===== src/hw/rtl/pps_pkg.sv =====
`default_nettype none
package pps_pkg;

	localparam int DEF_MAX_SLOTS = 16;

	localparam int STEP_W = 3;
	localparam logic [STEP_W-1:0] STEP_IDLE   = 3'd0;
	localparam logic [STEP_W-1:0] STEP_DECODE = 3'd1;
	localparam logic [STEP_W-1:0] STEP_SCAN   = 3'd2;
	localparam logic [STEP_W-1:0] STEP_DRAIN  = 3'd3;
	localparam logic [STEP_W-1:0] STEP_TAT    = 3'd4;
	localparam logic [STEP_W-1:0] STEP_WT     = 3'd5;
	localparam logic [STEP_W-1:0] STEP_EMIT   = 3'd6;
	localparam logic [STEP_W-1:0] STEP_LOAD   = 3'd7;

	// jump taken when the condition holds, else fall through to step + 1
	typedef enum logic [2:0] {
		COND_NEXT,
		COND_ALWAYS,
		COND_NO_START,
		COND_IS_LOAD,
		COND_SCAN_MORE
	} cond_t;

	typedef struct packed {
		logic              capture;
		logic              clr_scan;
		logic              rd_scan;
		logic              load_wr;
		logic              dec_wr;
		logic              calc_tat;
		logic              calc_wt;
		logic              emit;
		cond_t             cond;
		logic [STEP_W-1:0] target;
	} ctrl_t;

	typedef struct packed {
		logic is_load;
		logic scan_more;
	} status_t;

	typedef struct packed {
		logic [15:0] arrival;
		logic [15:0] burst;
		logic [15:0] remain;
		logic [7:0]  prio;
	} entry_t;

	function automatic ctrl_t ucode_rom(input logic [STEP_W-1:0] step);
		ctrl_t c;
		c = '0;
		case (step)
			STEP_IDLE: begin
				c.capture  = 1'b1;
				c.clr_scan = 1'b1;
				c.cond     = COND_NO_START;
				c.target   = STEP_IDLE;
			end
			STEP_DECODE: begin
				c.cond   = COND_IS_LOAD;
				c.target = STEP_LOAD;
			end
			STEP_SCAN: begin
				c.rd_scan = 1'b1;
				c.cond    = COND_SCAN_MORE;
				c.target  = STEP_SCAN;
			end
			STEP_DRAIN: begin
				c.cond = COND_NEXT;
			end
			STEP_TAT: begin
				c.dec_wr   = 1'b1;
				c.calc_tat = 1'b1;
				c.cond     = COND_NEXT;
			end
			STEP_WT: begin
				c.calc_wt = 1'b1;
				c.cond    = COND_NEXT;
			end
			STEP_EMIT: begin
				c.emit   = 1'b1;
				c.cond   = COND_ALWAYS;
				c.target = STEP_IDLE;
			end
			STEP_LOAD: begin
				c.load_wr = 1'b1;
				c.cond    = COND_ALWAYS;
				c.target  = STEP_IDLE;
			end
			default: begin
				c.cond   = COND_ALWAYS;
				c.target = STEP_IDLE;
			end
		endcase
		return c;
	endfunction

endpackage
`default_nettype wire


===== src/hw/rtl/pps_sequencer.sv =====
`default_nettype none
module pps_sequencer (
	input  wire               clk,
	input  wire               arst_n,
	input  wire               start,
	input  pps_pkg::status_t  status,
	output pps_pkg::ctrl_t    ctrl,
	output logic              busy
);
	import pps_pkg::*;

	logic [STEP_W-1:0] step_q;
	logic [STEP_W-1:0] step_d;
	logic [STEP_W-1:0] step_inc;

	assign ctrl     = ucode_rom(step_q);
	assign step_inc = step_q + STEP_W'(1);
	assign busy     = (step_q != STEP_IDLE);

	always_comb begin
		case (ctrl.cond)
			COND_NEXT:      step_d = step_inc;
			COND_ALWAYS:    step_d = ctrl.target;
			COND_NO_START:  step_d = start ? step_inc : ctrl.target;
			COND_IS_LOAD:   step_d = status.is_load ? ctrl.target : step_inc;
			COND_SCAN_MORE: step_d = status.scan_more ? ctrl.target : step_inc;
			default:        step_d = STEP_IDLE;
		endcase
	end

	always_ff @(posedge clk or negedge arst_n) begin
		if (!arst_n) begin
			step_q <= STEP_IDLE;
		end else begin
			step_q <= step_d;
		end
	end

endmodule
`default_nettype wire


===== src/hw/rtl/pps_datapath.sv =====
`default_nettype none
module pps_datapath #(
	parameter int MAX_SLOTS = pps_pkg::DEF_MAX_SLOTS
) (
	input  wire               clk,
	input  wire               arst_n,
	input  pps_pkg::ctrl_t    ctrl,
	input  wire               start,
	input  wire               kind,
	input  wire  [3:0]        slot,
	input  wire  [15:0]       arrival_time,
	input  wire  [15:0]       burst_time,
	input  wire  [7:0]        priority_req,
	input  wire               cfg_wen,
	input  wire  [4:0]        cfg_wdata,
	output pps_pkg::status_t  status,
	output logic              result_strobe,
	output logic              ran,
	output logic [3:0]        run_slot,
	output logic              finished,
	output logic [31:0]       waiting_time,
	output logic [31:0]       turnaround_time,
	output logic [4:0]        done_count,
	output logic              all_done,
	output logic [39:0]       total_waiting,
	output logic [39:0]       total_turnaround
);
	import pps_pkg::*;

	localparam int AW  = $clog2(MAX_SLOTS);
	localparam int CW  = $clog2(MAX_SLOTS + 1);
	localparam int LW  = (CW > 5) ? CW : 5;

	// captured input word
	logic          kind_q;
	logic [3:0]    slot_q;
	logic [15:0]   arr_q;
	logic [15:0]   burst_q;
	logic [7:0]    prio_q;

	logic [4:0]    pc_q;
	logic [LW-1:0] pc_ext;
	logic [LW-1:0] lim;
	logic [LW-1:0] idx_q;
	logic          rd_en;

	entry_t        mem [MAX_SLOTS];
	entry_t        rd_s1;
	logic          rd_valid_s1;
	logic [AW-1:0] rd_idx_s1;
	logic          wr_en;
	logic [AW-1:0] wr_addr;
	entry_t        wr_data;
	logic          slot_ok;

	logic          found_q;
	entry_t        best_q;
	logic [AW-1:0] best_idx_q;
	logic          elig;
	logic          take;

	logic          fin_q;
	logic [31:0]   tat_q;
	logic [31:0]   wt_q;
	logic [31:0]   time_q;
	logic [4:0]    completed_q;
	logic [4:0]    completed_d;
	logic [39:0]   wsum_q;
	logic [39:0]   tsum_q;

	logic          strobe_q;
	logic          ran_q;
	logic [3:0]    run_slot_q;
	logic          finished_q;
	logic [31:0]   waiting_q;
	logic [31:0]   turnaround_q;
	logic          all_done_q;

	always_ff @(posedge clk or negedge arst_n) begin
		if (!arst_n) begin
			kind_q <= 1'b0;
		end else if (ctrl.capture && start) begin
			kind_q <= kind;
		end
	end

	always_ff @(posedge clk) begin
		if (ctrl.capture && start) begin
			slot_q  <= slot;
			arr_q   <= arrival_time;
			burst_q <= burst_time;
			prio_q  <= priority_req;
		end
	end

	always_ff @(posedge clk or negedge arst_n) begin
		if (!arst_n) begin
			pc_q <= 5'd1;
		end else if (cfg_wen) begin
			pc_q <= cfg_wdata;
		end
	end

	// slots scanned: process count clamped to the store depth
	assign pc_ext = LW'(pc_q);
	assign lim    = (pc_ext > LW'(MAX_SLOTS)) ? LW'(MAX_SLOTS) : pc_ext;
	assign rd_en  = ctrl.rd_scan && (idx_q < lim);

	assign status.is_load   = !kind_q;
	assign status.scan_more = ((LW + 1)'(idx_q) + (LW + 1)'(1)) < (LW + 1)'(lim);

	always_ff @(posedge clk or negedge arst_n) begin
		if (!arst_n) begin
			idx_q       <= '0;
			rd_valid_s1 <= 1'b0;
		end else begin
			rd_valid_s1 <= rd_en;
			if (ctrl.clr_scan) begin
				idx_q <= '0;
			end else if (rd_en) begin
				idx_q <= idx_q + LW'(1);
			end
		end
	end

	assign slot_ok = (32'(slot_q) < MAX_SLOTS);
	assign wr_en   = (ctrl.load_wr && slot_ok) || (ctrl.dec_wr && found_q);
	assign wr_addr = ctrl.load_wr ? AW'(slot_q) : best_idx_q;

	always_comb begin
		if (ctrl.load_wr) begin
			wr_data.arrival = arr_q;
			wr_data.burst   = burst_q;
			wr_data.remain  = burst_q;
			wr_data.prio    = prio_q;
		end else begin
			wr_data        = best_q;
			wr_data.remain = best_q.remain - 16'd1;
		end
	end

	always_ff @(posedge clk) begin
		if (wr_en) begin
			mem[wr_addr] <= wr_data;
		end
		if (rd_en) begin
			rd_s1     <= mem[idx_q[AW-1:0]];
			rd_idx_s1 <= idx_q[AW-1:0];
		end
	end

	// strict less-than keeps the lower slot on a tie
	assign elig = rd_valid_s1 && (rd_s1.remain != 16'd0) && (32'(rd_s1.arrival) <= time_q);
	assign take = elig && (!found_q || (rd_s1.prio < best_q.prio));

	always_ff @(posedge clk or negedge arst_n) begin
		if (!arst_n) begin
			found_q <= 1'b0;
		end else if (ctrl.clr_scan) begin
			found_q <= 1'b0;
		end else if (take) begin
			found_q <= 1'b1;
		end
	end

	always_ff @(posedge clk) begin
		if (take) begin
			best_q     <= rd_s1;
			best_idx_q <= rd_idx_s1;
		end
		if (ctrl.calc_tat) begin
			tat_q <= time_q + 32'd1 - 32'(best_q.arrival);
		end
		if (ctrl.calc_wt) begin
			wt_q <= tat_q - 32'(best_q.burst);
		end
		if (ctrl.emit) begin
			ran_q        <= found_q;
			run_slot_q   <= found_q ? 4'(best_idx_q) : 4'd0;
			finished_q   <= fin_q;
			waiting_q    <= fin_q ? wt_q : 32'd0;
			turnaround_q <= fin_q ? tat_q : 32'd0;
			all_done_q   <= (completed_d == pc_q);
		end
	end

	assign completed_d = (fin_q && (completed_q != 5'd31)) ? completed_q + 5'd1 : completed_q;

	always_ff @(posedge clk or negedge arst_n) begin
		if (!arst_n) begin
			fin_q       <= 1'b0;
			time_q      <= '0;
			completed_q <= '0;
			wsum_q      <= '0;
			tsum_q      <= '0;
			strobe_q    <= 1'b0;
		end else begin
			strobe_q <= ctrl.emit;
			if (ctrl.calc_tat) begin
				fin_q <= found_q && (best_q.remain == 16'd1);
			end
			if (ctrl.emit) begin
				time_q      <= time_q + 32'd1;
				completed_q <= completed_d;
				if (fin_q) begin
					wsum_q <= wsum_q + 40'(wt_q);
					tsum_q <= tsum_q + 40'(tat_q);
				end
			end
		end
	end

	assign result_strobe    = strobe_q;
	assign ran              = ran_q;
	assign run_slot         = run_slot_q;
	assign finished         = finished_q;
	assign waiting_time     = waiting_q;
	assign turnaround_time  = turnaround_q;
	assign done_count       = completed_q;
	assign all_done         = all_done_q;
	assign total_waiting    = wsum_q;
	assign total_turnaround = tsum_q;

	a_strobe_single: assert property (@(posedge clk) disable iff (!arst_n)
		strobe_q |=> !strobe_q)
		else $error("result strobe held for two cycles");

	a_fin_needs_run: assert property (@(posedge clk) disable iff (!arst_n)
		strobe_q && finished_q |-> ran_q)
		else $error("completion reported on an idle tick");

	a_count_only_on_emit: assert property (@(posedge clk) disable iff (!arst_n)
		!ctrl.emit |=> $stable(completed_q))
		else $error("completion count moved outside emit step");

	a_read_from_scan: assert property (@(posedge clk) disable iff (!arst_n)
		rd_valid_s1 |-> $past(ctrl.rd_scan))
		else $error("compare stage fed without a scan read");

endmodule
`default_nettype wire


===== src/hw/rtl/preemptive_priority_scheduler_core.sv =====
// Load word: busy in DECODE and LOAD after acceptance, no result.
// Tick busy: DECODE, max(1, min(process_count, MAX_SLOTS)) SCANs, DRAIN to EMIT;
// the result strobe fires on the cycle after, start may be taken in that same cycle.
// Throughput set by the scan: one slot per cycle through the slot memory read port.
// Results cannot be stalled: each is on the ports for the single strobe cycle.
// Async reset clears time, completion count, totals; process_count resets to 1.
`default_nettype none
module preemptive_priority_scheduler_core #(
	parameter int MAX_SLOTS = pps_pkg::DEF_MAX_SLOTS
) (
	input  wire         clk,
	input  wire         arst_n,
	input  wire         start,
	output logic        busy,
	input  wire         kind,
	input  wire  [3:0]  slot,
	input  wire  [15:0] arrival_time,
	input  wire  [15:0] burst_time,
	input  wire  [7:0]  priority_req,
	input  wire         cfg_wen,
	input  wire  [4:0]  cfg_wdata,
	output logic        result_strobe,
	output logic        ran,
	output logic [3:0]  run_slot,
	output logic        finished,
	output logic [31:0] waiting_time,
	output logic [31:0] turnaround_time,
	output logic [4:0]  done_count,
	output logic        all_done,
	output logic [39:0] total_waiting,
	output logic [39:0] total_turnaround
);
	import pps_pkg::*;

	ctrl_t   ctrl;
	status_t status;

	pps_sequencer u_seq (
		.clk    (clk),
		.arst_n (arst_n),
		.start  (start),
		.status (status),
		.ctrl   (ctrl),
		.busy   (busy)
	);

	pps_datapath #(
		.MAX_SLOTS (MAX_SLOTS)
	) u_dp (
		.clk              (clk),
		.arst_n           (arst_n),
		.ctrl             (ctrl),
		.start            (start),
		.kind             (kind),
		.slot             (slot),
		.arrival_time     (arrival_time),
		.burst_time       (burst_time),
		.priority_req     (priority_req),
		.cfg_wen          (cfg_wen),
		.cfg_wdata        (cfg_wdata),
		.status           (status),
		.result_strobe    (result_strobe),
		.ran              (ran),
		.run_slot         (run_slot),
		.finished         (finished),
		.waiting_time     (waiting_time),
		.turnaround_time  (turnaround_time),
		.done_count       (done_count),
		.all_done         (all_done),
		.total_waiting    (total_waiting),
		.total_turnaround (total_turnaround)
	);

endmodule
`default_nettype wire


===== config.mk =====
export PLATFORM = sky130hd
export DESIGN_NAME = preemptive_priority_scheduler_core
export DESIGN_NICKNAME = d
export VERILOG_FILES = /design/src/hw/rtl/pps_pkg.sv /design/src/hw/rtl/pps_sequencer.sv /design/src/hw/rtl/pps_datapath.sv /design/src/hw/rtl/preemptive_priority_scheduler_core.sv
export SDC_FILE = /design/constraint.sdc
export NUM_CORES = 2
export LEC_CHECK = 0
export ABC_CLOCK_PERIOD_IN_PS = 10350
export BUFFER_PORTS_ARGS = -buffer_cell sky130_fd_sc_hd__buf_2
export CAP_MARGIN = 15
export CORE_ASPECT_RATIO = 1.25
export CORE_MARGIN = 2
export CORE_UTILIZATION = 55
export CTS_CLUSTER_SIZE = 40
export DETAILED_ROUTE_END_ITERATION = 16
export PLACE_DENSITY = 0.82
export SLEW_MARGIN = 15
export SYNTH_ARGS = -nofsm -noshare
export SYNTH_HDL_FRONTEND = slang
export SYNTH_SLANG_ARGS = --single-unit

===== constraint.sdc =====
create_clock -name clk -period 10.35 [get_ports clk]
set_input_delay 1.5525 -clock clk [delete_from_list [all_inputs] [get_ports clk]]
set_output_delay 1.5525 -clock clk [all_outputs]
set_load 0.02 [all_outputs]

; Word level (Yosys, flattened, before mapping)
; Memories as Yosys holds them, arrays and structs flattened. A register that Yosys moved wholly into a read port is not among the register bits.
; Cells that the tools add are included.
[op_classes]
n_addsub = 10
n_mul = 0
div_mod_pow = 0
order_cmp = 5
eq_ne = 14
shift = 0
muxes = 22
n_bitwise = 0
n_reduce_logical = 20
[op_table]
columns = cell, n
row1 = $add 40x32->40, 2
row2 = $sub 32x16->32, 2
row3 = $mux 56, 1
row4 = $add 32x1->32 const B, 1
row5 = $le 16x32->1, 1
row6 = $pmux 3 s5, 2
row7 = $mux 5, 4
row8 = $eq 16x1->1 const B, 1
row9 = $reduce_bool 16->1, 1
row10 = $sub 16x1->16 const B, 1
row11 = $eq 3x3->1 const B, 5
row12 = $eq 3x2->1 const B, 4
row13 = $add 5x1->5 const B, 2
row14 = $mux 3, 3
row15 = $logic_and 1x1->1, 8
row16 = $lt 8x8->1, 1
row17 = $mux 1, 8
row18 = $add 5x1->6 const B, 1
row19 = $eq 3x1->1 const B, 2
row20 = $logic_not 3->1, 2
row21 = $lt 6x5->1, 1
row22 = $pmux 3 s2, 1
row23 = $eq 5x5->1, 1
row24 = $gt 5x5->1 const B, 1
row25 = other kinds (12), 15
[totals]
ff_bits = 378
latchBits = 0
mem_bits_rw = 896
rom_bits = 0
input_bits = 54
out_inout_bits = 158
wordCells = 102
mem_count = 1
[mem_list]
columns = memory, depth, width, rd, rd_clocked_by_memory_dff, wr, line_no
row1 = u_dp.mem, 16, 56, 1, 1, 1, pps_datapath.sv:47  ; entry_t mem [MAX_SLOTS];

; Depth between registers and ports, before layout
[depth]
depth_word = 6
depth_mapped = 15
depth_no_buf = 14

; By module
; From an unflattened synthesis, not the netlist that was laid out.
[unflattened]
hier_cells = 3377
area_unflattened_um2 = 56738.2
[modules_own_cells]
columns = module, instances, cells_each, area_each_um2, seq_area_each_um2
row1 = pps_datapath, 1, 3329, 56357.8, 39188.8
row2 = pps_sequencer, 1, 48, 380.4, 75.1

; Least setup slack after synthesis
; Ideal clock, no wire load.
[synth_timing]
path_type = register to register
from = reg u_dp.time_q[9]
to = reg u_dp.best_idx_q[0] (enable)
setup_time_ns = 0.579
arrival_time_ns = 6.896
required_ns = 9.771
path_slack_ns = 2.875
stages_incl_launch_ff = 12
n_path_buf = 1
synth_period_minus_slack_ns = 7.475
cell_sequence = dfrtp_1 -> clkbuf_1 -> inv_1 -> ha_1 -> a21o_1 -> a21o_1 -> a21o_1 -> a21o_1 -> a21o_1 -> a21o_1 -> a221o_1 -> a222oi_1
[synth_via]
elab_chain_cells = 3
[synth_lines]
columns = item, line_no
row1 = start: declaration, pps_datapath.sv:65  ; logic [31:0] time_q;
row2 = start signal: assignment, pps_datapath.sv:203  ; time_q <= time_q + 32'd1;
row3 = $le 16x32->1, pps_datapath.sv:153  ; assign elig = rd_valid_s1 && (rd_s1.remain != 16'd0) && (32'(rd_s1.arrival) <= time_q);
row4 = $logic_and 1x1->1, pps_datapath.sv:153
row5 = $logic_and 1x1->1, pps_datapath.sv:154  ; assign take = elig && (!found_q || (rd_s1.prio < best_q.prio));
row6 = net u_dp.take, pps_datapath.sv:60  ; logic take;
row7 = end signal: assignment, pps_datapath.sv:169  ; best_idx_q <= rd_idx_s1;
row8 = end: declaration, pps_datapath.sv:58  ; logic [AW-1:0] best_idx_q;
; The timed path passes the listed nets, and every way through them passes these cells.
; A chain may end at the register's enable or synchronous reset.

; Final worst setup path
[layout_timing]
from = reg u_dp.time_q[2]
to = reg u_dp.tat_q[24], data pin
[layout_via]
elab_chain_cells = 2
[layout_lines]
columns = item, line_no
row1 = $add 32x1->32, pps_datapath.sv:172  ; tat_q <= time_q + 32'd1 - 32'(best_q.arrival);
row2 = $sub 32x16->32, pps_datapath.sv:172
row3 = end signal: assignment, pps_datapath.sv:172
row4 = end: declaration, pps_datapath.sv:63  ; logic [31:0] tat_q;
; No other way between the ends.

==> run summary <==
status: finished clean
Initial DRC Count: 4156
number of cells after detailed placement: 4872
GRT Util Overall: 28.5%
Yosys reg bits: 1330
non-filler instance count after layout: 5103
first-pass GRT wire length: 221000 um
CTS max path bufs: 3
Cell Area, Placed: 59800 sq um
pin count of the biggest net entering global routing: 102
RSZ-0062 raised after global routing: no
Die Width: 291 um
WS Path Type: reg -> reg
DRC violations left: 0
Max Freq: 197 MHz
die height: 363 um
Slew Limit Fails: 0
DP HPWL: 87600 um
number of global-route vias before repair: 33800
Worst-Margin Slew: 1170 ps
CORE AREA: 102000 sq um
Finished Cell Area: 63800 sq um
initial antenna violation count: 4
row cnt: 131
# port buffers: 211
max-cap violations: 0
clock root cell: clkbuf_16
CP startpoint kind: register
# clock sinks: 1330
Netlist cell types: 75
Power Density: 211 nW/um^2
Synthesized Nets: 3585
Leak: 22.2 nW
Worst Path Max Fanout: 8
post-route ant nets: 0
DR pass1 iterations: 7
crit path time final: 5070 ps
Finish-stage setup viols: 0
commonest non-fill, non-tap cell in the layout: edfxtp_1
Post-CTS Repair Setup Buffers: 0
Final period util: 49.0%
Final GP Congestion: 0.960
die area: 106000 sq um
Syn Inst Count: 3389
IO Count: 212
ranking of synthesized cells by area: edfxtp_1, mux4_2, dfrtp_1, ha_1, xnor2_1
clk_lat worst skew: 750 ps
Detailed Route WL: 151000 um
DR vias/cell: 6.55
Post-layout nets: 3864
top_reg_cell synth: edfxtp_1
crit path DAT: 5640 ps
Area Growth Syn to Fin: 12.4%
Via Count: 33400
share of layout cells above drive strength 1: 22.1%
commonest cells after routing, fill and taps aside: edfxtp_1, mux4_2, buf_2
Critical Path End Type: register
worst vdd ir: 202 uV
Worst slew margin: 21.8%
Synth top area share: 63.2%
clock transition at the registers of the reported paths: 70 ps
hold_buf cts: 0
H-tree Lvls: 3
post_cts resized: 0
worst hold path class: reg -> reg
CTS tree: yes
Final Hold Viols: 0
PnR worst setup slack: 5280 ps
synthesized area: 56800 sq um
Yosys warning total: 0
register area share after synthesis: 69.1%
pre-CTS setup slack: 5310 ps
Starting Density: 55.6%
WL/cell: 29.5 um
clk_skew: 53.5 ps
syn avg cell area: 16.8 sq um
CTS Buf Count: 121
Post-synth EDFFs: 1195
setup tns final: 0 ps
asr flop ratio synth: 10.2%
cell taking the most area after synthesis: edfxtp_1
Required @ worst endpoint: 10920 ps
Congestion Overflow GR: 0
-- per-stage QoR --
step | power, mW | utilization [%] | hold WS (ps)
after floorplan | 8.20 | - | 400
after detailed placement | 8.90 | 58.5 | 405
after global routing | 13.8 | 62.4 | 426
after global placement | 8.80 | 58.4 | 401
final | 13.4 | 62.4 | 412
after CTS | 13.5 | 62.4 | 416
-- metal layers --
layer	vias up	share of wire (%)	global-route usage [%]
met5	-	0.018	0
met4	4	5.6	15.1
met3	480	8.8	5.01
met2	2204	51	49.8
met1	16800	34	33.9
li1	13900	-	-
-- cell families after synthesis --
group | synth area share, %
flops | 69.1
simple gates | 6.24
compound gates | 5.44
mux | 11.5
buf+inv | 1.60
xor+xnor | 2.94
fa+ha+maj | 3.18
-- sequential cells by signal (all words and copies together) (netlist names), 8 cells and up --
| name | cells |
|---|---|
| u_dp.best_q | 56 |
| u_dp.time_q | 32 |
| u_dp.turnaround_time | 32 |
| u_dp.total_turnaround | 40 |
| u_dp.prio_q | 8 |
| u_dp.mem | 896 |
| u_dp.total_waiting | 40 |
| u_dp.waiting_time | 32 |
| u_dp.arr_q | 16 |
| u_dp.tat_q | 32 |
| u_dp.burst_q | 16 |
| u_dp.wt_q | 32 |
| u_dp.rd_s1 | 56 |
-- cells in the mapped netlist (14+ instances only) --
cell type and number:
nor2b_1 21, a21oi_1 96, nand4_1 30, o21ai_0 158, xnor2_1 127, inv_1 105
mux4_2 280, xor2_1 64, ha_1 138, o21bai_1 18, and2_1 84, a21o_1 61
dfrtp_1 134, nor2_1 124, buf_1 24, nand2b_1 15, nand3_1 73, o21a_1 14
nand2_1 195, nor4_1 21, a211oi_1 22, and3_1 29, mux2_2 16, nor3_1 51
edfxtp_1 1195, clkbuf_1 108
-- layout make-up --
class                   count  area (sq um)
flip-flops and latches   1330         39300
clock inverters            88           896
repair buffers            290          1660
well taps                1330          1660
diodes                      3          7.51
clock buffers             137          3120
multi-input cells        1819         16800
fillers                  6913         38400
inverters                 106           400
-- worst max-delay path, stage by stage, from the launching register on --
cell	delay, ps
dfrtp_1	500
nand3_1	300
nor4_1	520
and3_1	310
nand3_1	160
or3_1	400
nor3_1	250
xnor2_1	180
ha_1	310
and2_1	180
a221oi_1	830
nand3_1	370
o41a_1	410
a22oi_1	170
-- path summary, 6_finish.rpt --
path | from | endpoint | slack, ps | depth (start not counted)
setup / recovery | u_dp.time_q[2] | u_dp.tat_q[24] | 5280 | 13
hold / removal | u_dp.rd_s1[30] | u_dp.best_q[30] | 410 | 0
setup reg to reg | u_dp.time_q[2] | u_dp.tat_q[24] | 5280 | 13
hold reg to reg | u_dp.rd_s1[30] | u_dp.best_q[30] | 410 | 0
max in group asynchronous | arst_n | u_dp.total_waiting[5] | 8070 | 2
min in group asynchronous | arst_n | u_dp.total_turnaround[35] | 900 | 1
-- where the power goes --
| part | leakage (nW) | switching (mW) | total [mW] | internal [mW] |
|---|---|---|---|---|
| Clock | 1.96 | 2.04 | 4.57 | 2.53 |
| Sequential | 12.6 | 0.237 | 6.60 | 6.37 |
| Combinational | 7.66 | 1.30 | 2.28 | 0.982 |
(Power assumes the default switching activity.)
